===== src/sv/mf2d_pkg.sv =====
`timescale 1ns / 1ps
// ----------------------------------------------------------------------------
// mf2d_pkg: shared types and constants for the 2-D median filter
// Holds the request action codes, the register indices and the compare-exchange cell control struct.
// ----------------------------------------------------------------------------
package mf2d_pkg;

	localparam logic ACT_PIXEL = 1'b0;
	localparam logic ACT_DRAIN = 1'b1;

	localparam logic [1:0] REG_WIDTH  = 2'd0;
	localparam logic [1:0] REG_HEIGHT = 2'd1;
	localparam logic [1:0] REG_WINDOW = 2'd2;

	typedef struct packed {
		logic clr;    // fill every cell with all-ones
		logic shift;  // shift the chain up by one, new sample enters cell 0
		logic run;    // compare-exchange with the neighbor of this phase
		logic odd;    // phase of odd-even transposition
	} cell_ctrl_t;

endpackage


===== src/sv/mf2d_cell.sv =====
`timescale 1ns / 1ps
// ----------------------------------------------------------------------------
// mf2d_cell: one compare-exchange slot of the sorting chain
// Holds one sample; each cycle it clears, shifts, swaps with a neighbor or holds.
// ----------------------------------------------------------------------------
module mf2d_cell #(
	parameter int PIXEL_BITS = 16
) (
	input  logic                  clk,
	input  mf2d_pkg::cell_ctrl_t  ctrl,
	input  logic                  pair_up,
	input  logic                  pair_dn,
	input  logic [PIXEL_BITS-1:0] up_val,
	input  logic [PIXEL_BITS-1:0] dn_val,
	output logic [PIXEL_BITS-1:0] val_q
);
	logic [PIXEL_BITS-1:0] nxt;

	always_comb begin
		nxt = val_q;
		if (ctrl.clr) begin
			nxt = '1;
		end else if (ctrl.shift) begin
			nxt = dn_val;
		end else if (ctrl.run && pair_up) begin
			// lower slot of the pair keeps the minimum
			nxt = (up_val < val_q) ? up_val : val_q;
		end else if (ctrl.run && pair_dn) begin
			nxt = (dn_val > val_q) ? dn_val : val_q;
		end
	end

	always_ff @(posedge clk) begin
		val_q <= nxt;
	end
endmodule


===== src/sv/mf2d_sort.sv =====
`timescale 1ns / 1ps
// ----------------------------------------------------------------------------
// mf2d_sort: chain of compare-exchange cells (odd-even transposition sort)
// Samples shift in at cell 0; N passes sort the chain in ascending order.
// Slots left over from the clear hold all-ones and sink to the top.
// ----------------------------------------------------------------------------
module mf2d_sort #(
	parameter int PIXEL_BITS = 16,
	parameter int N = 49
) (
	input  logic                         clk,
	input  mf2d_pkg::cell_ctrl_t         ctrl,
	input  logic [PIXEL_BITS-1:0]        shift_in,
	output logic [N-1:0][PIXEL_BITS-1:0] vals
);
	for (genvar i = 0; i < N; i++) begin : g_cell
		logic pair_up, pair_dn;
		logic [PIXEL_BITS-1:0] up_v, dn_v, v_q;
		// cell i pairs with i+1 when the parity of i matches the phase
		if (i + 1 < N) begin : g_up
			assign up_v = vals[i+1];
			assign pair_up = (((i % 2) == 1) == ctrl.odd);
		end else begin : g_top
			assign up_v = v_q;
			assign pair_up = 1'b0;
		end
		if (i > 0) begin : g_dn
			assign dn_v = vals[i-1];
			assign pair_dn = ((((i - 1) % 2) == 1) == ctrl.odd);
		end else begin : g_bot
			assign dn_v = shift_in;
			assign pair_dn = 1'b0;
		end
		mf2d_cell #(.PIXEL_BITS(PIXEL_BITS)) u_cell (
			.clk(clk), .ctrl(ctrl), .pair_up(pair_up), .pair_dn(pair_dn),
			.up_val(up_v), .dn_val(dn_v), .val_q(v_q));
		assign vals[i] = v_q;
	end
endmodule


===== config.mk =====
export PLATFORM = sky130hd
export DESIGN_NAME = mf2d_sort
export DESIGN_NICKNAME = d
export VERILOG_FILES = /design/src/sv/mf2d_pkg.sv /design/src/sv/mf2d_cell.sv /design/src/sv/mf2d_sort.sv
export SDC_FILE = /design/constraint.sdc
export NUM_CORES = 2
export LEC_CHECK = 0
export BUFFER_PORTS_ARGS = -buffer_cell sky130_fd_sc_hd__buf_2
export CORE_MARGIN = 10
export CORE_UTILIZATION = 59
export CTS_BUF_LIST = sky130_fd_sc_hd__clkbuf_4
export CTS_CLUSTER_SIZE = 14
export DETAILED_ROUTE_END_ITERATION = 10
export PLACE_DENSITY = 0.83
export SLEW_MARGIN = 20
export SYNTH_ARGS = -nofsm -noshare
export SYNTH_HDL_FRONTEND = slang
export SYNTH_SLANG_ARGS = --single-unit

===== constraint.sdc =====
create_clock -name clk -period 6.4 [get_ports clk]
set_clock_uncertainty 0.05 [all_clocks]
set_input_delay 1.28 -clock clk [delete_from_list [all_inputs] [get_ports clk]]
set_output_delay 1.28 -clock clk [all_outputs]
set_load 0.01 [all_outputs]

### Yosys cells after proc, flatten, opt, wreduce, memory -nomap -nowiden

Cells that the tools add are included.

| word-level totals | value |
|---|---|
| register bits | 784 |
| input bits | 21 |
| output and inout port bits | 784 |
| word-level logic and storage cells | 537 |

| operators by class | value |
|---|---|
| $lt $le $gt $ge | 96 |
| eq/ne operators | 47 |
| muxes and demuxes | 241 |
| bitwise operators | 1 |
| reduce and logical (&&, ||, !) cells | 103 |

Operators by type and width:

| kind | count |
|---|---|
| two-way mux 16 bit | 241 |
| greater-than comparator 16 bit | 48 |
| < comparator 16 bit | 48 |
| nonzero test 3 bit | 48 |
| AND reduction 3 bit | 47 |
| != test 3 x 2 -> 1 bit (second input constant) | 39 |
| != test 3 bit (second input constant) | 8 |
| nonzero test 2 bit | 4 |
| AND reduction 2 bit | 2 |
| logical AND 1 bit | 2 |
| inverter 1 bit | 1 |

### Logic depth before layout (Yosys ltp)

| depth | value |
|---|---|
| depth after elaboration | 5 |
| gate-level depth with buffers | 12 |
| mapped depth without buffers | 9 |

### Cells and area by module

A second synthesis with hierarchy kept.

| second synthesis, totals | value |
|---|---|
| cell total of the unflattened synthesis | 8822 |
| area, all modules | 77011.4 sq um |

By module, submodules not included:

| module | times used | cells an instance | area an instance (sq um) | sequential area each (sq um) |
|---|---|---|---|---|
| mf2d_cell | 49 | 180 | 1571.5 | 320.3 |
| mf2d_sort | 1 | 2 | 7.5 | 0.0 |

### Least setup slack after synthesis

Ideal clock, no wire load.

| timing | value |
|---|---|
| kind | input to register |
| start point | input port ctrl[1] in the netlist's numbering |
| end point | register g_cell[47].u_cell.val_q[10] |
| setup time | 0.072 ns |
| data arrival time | 3.066 ns |
| required time | 6.278 ns |
| path slack | 3.212 ns |
| stages | 8 |
| buffers on the path | 3 |
| cells stage by stage | buf_2 > nand2b_1 > buf_2 > a2111oi_0 > a31oi_1 > a21oi_2 > buf_4 > mux2i_1 |

| between the ends | value |
|---|---|
| word-level cells in the longest chain between the ends | 3 |

RTL lines:

| what | line | text |
|---|---|---|
| start, declared | mf2d_sort.sv:12 | `input mf2d_pkg::cell_ctrl_t ctrl,` |
| logical AND 1 bit (on tied branches) | mf2d_cell.sv:25, mf2d_cell.sv:28 |  |
| != test 3 bit (no line), or another cell as far along | - |  |
| AND reduction 3 bit (no line) / two-way mux 16 bit (equally long branches) | - |  |
| end signal, assigned | mf2d_cell.sv:34 | `val_q <= nxt;` |
| end, declared | mf2d_cell.sv:15 | `output logic [PIXEL_BITS-1:0] val_q` |

Parallel ways exist; a longest one is shown, timed or not.
A chain may end at the register's enable or synchronous reset.

### Final worst setup path

| timing | value |
|---|---|
| start point | register g_cell[7].u_cell.val_q[9] |
| end point | register g_cell[7].u_cell.val_q[11] |

| between the ends | value |
|---|---|
| word-level cells in the longest chain between the ends | 3 |

RTL lines:

| what | line |
|---|---|
| start, declared | mf2d_cell.sv:15 |
| start signal, assigned | mf2d_cell.sv:34 |
| < comparator 16 bit / greater-than comparator 16 bit (equally long branches) | mf2d_cell.sv:27, mf2d_cell.sv:29 |
| != test 3 bit (no line) / nonzero test 3 bit (equally long branches) | - |
| AND reduction 3 bit (no line) (*) | - |

Every way passes the cells marked *; elsewhere a longest branch is shown, timed or not.

==> flow_summary.yaml <==
floorplan:
  coreArea_mm2: 0.09473
  start_util: 0.5923
  die-area_mm2: 0.1078
  io_pins: 805
  row_count: 113
  die-height_um: 328.4
  die_width_um: 328.4
critical_path:
  worstPathArrival_ps: 4780
  crit_top_cell: "nand2_1"
  critPathKind: "flip-flop to flip-flop"
  cp_slowest_cell: "nand2_1"
  reg2reg_slack_ps: 2650
  critPathMaxStageDelay_ps: 760
  path_max_fanout: 16
  reg2regPathDepth: 9
  cp-start-kind: "flip-flop"
  setup.worst_path.end_class: "flip-flop"
  cp.required_ps: 7430
  path_cells: "inv_1 > ha_1 > nand4_1 > nor4_1 > a21boi_0 > o31a_1 > nand2_1 > nand2_1 > mux2i_1"
yosys:
  synth_cells: 7425
  synth_async_sr_flop_share: 0
  synth.avg_cell_area_um2: 7.557
  synth_nets: 8199
  synth_edf_count: 0
  yosysWarnings: 0
  yosys.cell_types.count: 72
  ys.flop_type: "dfxtp_1"
  synth_seq_area_share: 0.2797
  ys_seq_elements: 784
  syn_area_mm2: 0.05611
timing:
  holdWs_ps: 285.2
  fmax_ghz: 0.2670
  setup_viol: 0
  tightest_slew_ps: 1360
  setup_tns_ps: 0
  final.period_utilization: 0.5852
  hold_viol: 0
  fin_ws_ps: 2655
  rsz0062_at_grt: "no"
  relSlewSlack: 0.09359
  final-max-slew-violation-count: 0
  min_period_ps: 3745
layout:
  drive_gt1_frac: 0.1531
  final_nets: 8861
  largest_register: "g_cell.u_cell.val_q"
  largest_reg_flops: 784
  top_regs: "g_cell.u_cell.val_q: 784 flops"
  final_cells: 9536
  syn_to_final_growth_pct: 13.40
  layout_common_cells: "nor2_1, a21oi_1, buf_2, dfxtp_1, ha_1"
  finalCoreUtilization: 0.6717
  layout_commonest_cell: "nor2_1"
global_routing:
  met1_usage: 0.4359
  grt.busiest_layer: "met2"
  grt_pass1_wl_um: 326600
  grt.overflow.total: 0
  grtUsageMet3: 0.1143
  grt_antenna_before_repair: 6
  first_global_vias: 56300
  grt_use_met2: 0.6078
  track_usage: 0.3818
  grt_max_degree: 262
pwr:
  p_sw_frac: 0.3532
  power.leakage_nw: 33.00
  p_per_area_mw_per_mm2: 219.1
  peakVddDrop_mv: 0.1932
  clkPwrFrac: 0.356
  power.switching_mw: 4.925
  p_int_mw: 9.019
  pwr-share-seq: 0.385
  p_comb_frac: 0.259
route:
  routed_via_density: 6.160
  num_vias: 58750
  routed_wl_um: 218300
  ant_nets: 0
  drt_iter0_drc: 6271
  drc_errors: 0
  firstDrtPassIters: 7
  post_drt_wl_per_cell_um: 22.89
cts:
  path_clk_slew_ps: 70
  cts_max_path_buffers: 3
  worstSkewPairLatency_ps: 1220
  cts_resized: 0
  hold_buffers: 0
  htreeDepth: 4
  root_buffer: "clkbuf_4"
  numCtsBuffers: 220
  cts_tree: "yes"
  post_cts.repair.setup_buffers: 0
  cts_sinks: 784
run_status:
  status: "finished, final reports clean"
min_path:
  hp-class: "input port to flip-flop"
  hold_depth: 3
placed_design:
  placed_cells: 9130
  pre_cts_slack_ps: 2047
  place.gp.congestion: 1.015
  dp_hpwl_um: 164100
  portBuffers: 804
run:
  drv_cap: 0
## cell usage after synthesis (all sizes together), types with 17 or more instances
| library cell | instances | share of area |
|---|---|---|
| nand3 | 89 | 0.0079 |
| nand2b | 27 | 0.0030 |
| o211ai | 34 | 0.0045 |
| a31oi | 82 | 0.0091 |
| clkbuf | 303 | 0.020 |
| and3 | 60 | 0.0067 |
| ha | 753 | 0.17 |
| o21ai | 136 | 0.012 |
| nor3 | 118 | 0.011 |
| mux2i | 640 | 0.11 |
| a2111oi | 29 | 0.0047 |
| nor2b | 53 | 0.0059 |
| buf | 124 | 0.012 |
| a211oi | 153 | 0.020 |
| and2 | 47 | 0.0052 |
| nor4 | 17 | 0.0019 |
| inv | 648 | 0.043 |
| nand4 | 133 | 0.015 |
| nor2 | 1778 | 0.12 |
| a21o | 100 | 0.013 |
| dfxtp | 784 | 0.28 |
| a21oi | 836 | 0.075 |
| o221ai | 32 | 0.0051 |
| nor3b | 17 | 0.0023 |
| nand2 | 302 | 0.020 |
## kinds of logic after synthesis
family	Yosys count	share of synthesized area
adders and majority gates	753	0.1679
buffers and inverters	1075	0.07526
and+or+nand+nor	2670	0.2027
AOI/OAI and AO/OA	1503	0.1603
muxes	640	0.1142
DFF	784	0.2797
## final timing paths
path,start,endpoint
hold reg to reg,g_cell[30].u_cell.val_q[1],g_cell[30].u_cell.val_q[1]
setup reg to reg,g_cell[7].u_cell.val_q[9],g_cell[7].u_cell.val_q[11]
setup / recovery,g_cell[7].u_cell.val_q[9],g_cell[7].u_cell.val_q[11]
hold / removal,shift_in[15],g_cell[0].u_cell.val_q[15]
## area by class of cell
| cell class | count | area [µm²] |
|---|---|---|
| Antenna cell | 9 | 22.52 |
| Clock buffer | 332 | 2492 |
| Clock inverter | 65 | 414.1 |
| Fill cell | 8286 | 31100 |
| Inverter | 648 | 2435 |
| Multi-Input combinational cell | 5566 | 36340 |
| Sequential cell | 784 | 15700 |
| Tap cell | 1265 | 1583 |
| Timing Repair Buffer | 867 | 4642 |
## worst max-delay path: cells and delay by family, from the launching register on
family,cells,cell delay (ps)
compound gates,2,550
fa+ha+maj,1,340
buf+inv,1,200
flops,1,530
mux,1,270
simple gates,4,1690
## power groups by stage
stage / clock network [mW] / registers, mW / logic (mW)
after CTS: 4.99 / 5.36 / 3.51
after detailed placement: 0 / 5.46 / 3.49
after floorplan: 0 / 5.42 / 2.48
after global placement: 0 / 5.46 / 3.39
final: 4.96 / 5.37 / 3.61
after global routing: 5.26 / 5.38 / 3.88
## metal layers
layer	vias up	part of all wire
met3	867	0.11
met4	2	0.075
met2	3208	0.45
met5	-	0.000055
met1	27550	0.37
li1	27120	-
## stage by stage
| step | total power [mW] | area [µm²] |
|---|---|---|
| after floorplan | 7.900 | 56110 |
| after global placement | 8.852 | 60600 |
| after detailed placement | 8.958 | 60640 |
| after CTS | 13.86 | 63540 |
| after global routing | 14.52 | 63620 |
| final | 13.94 | 63630 |
Power figures use the tool's default switching activity.
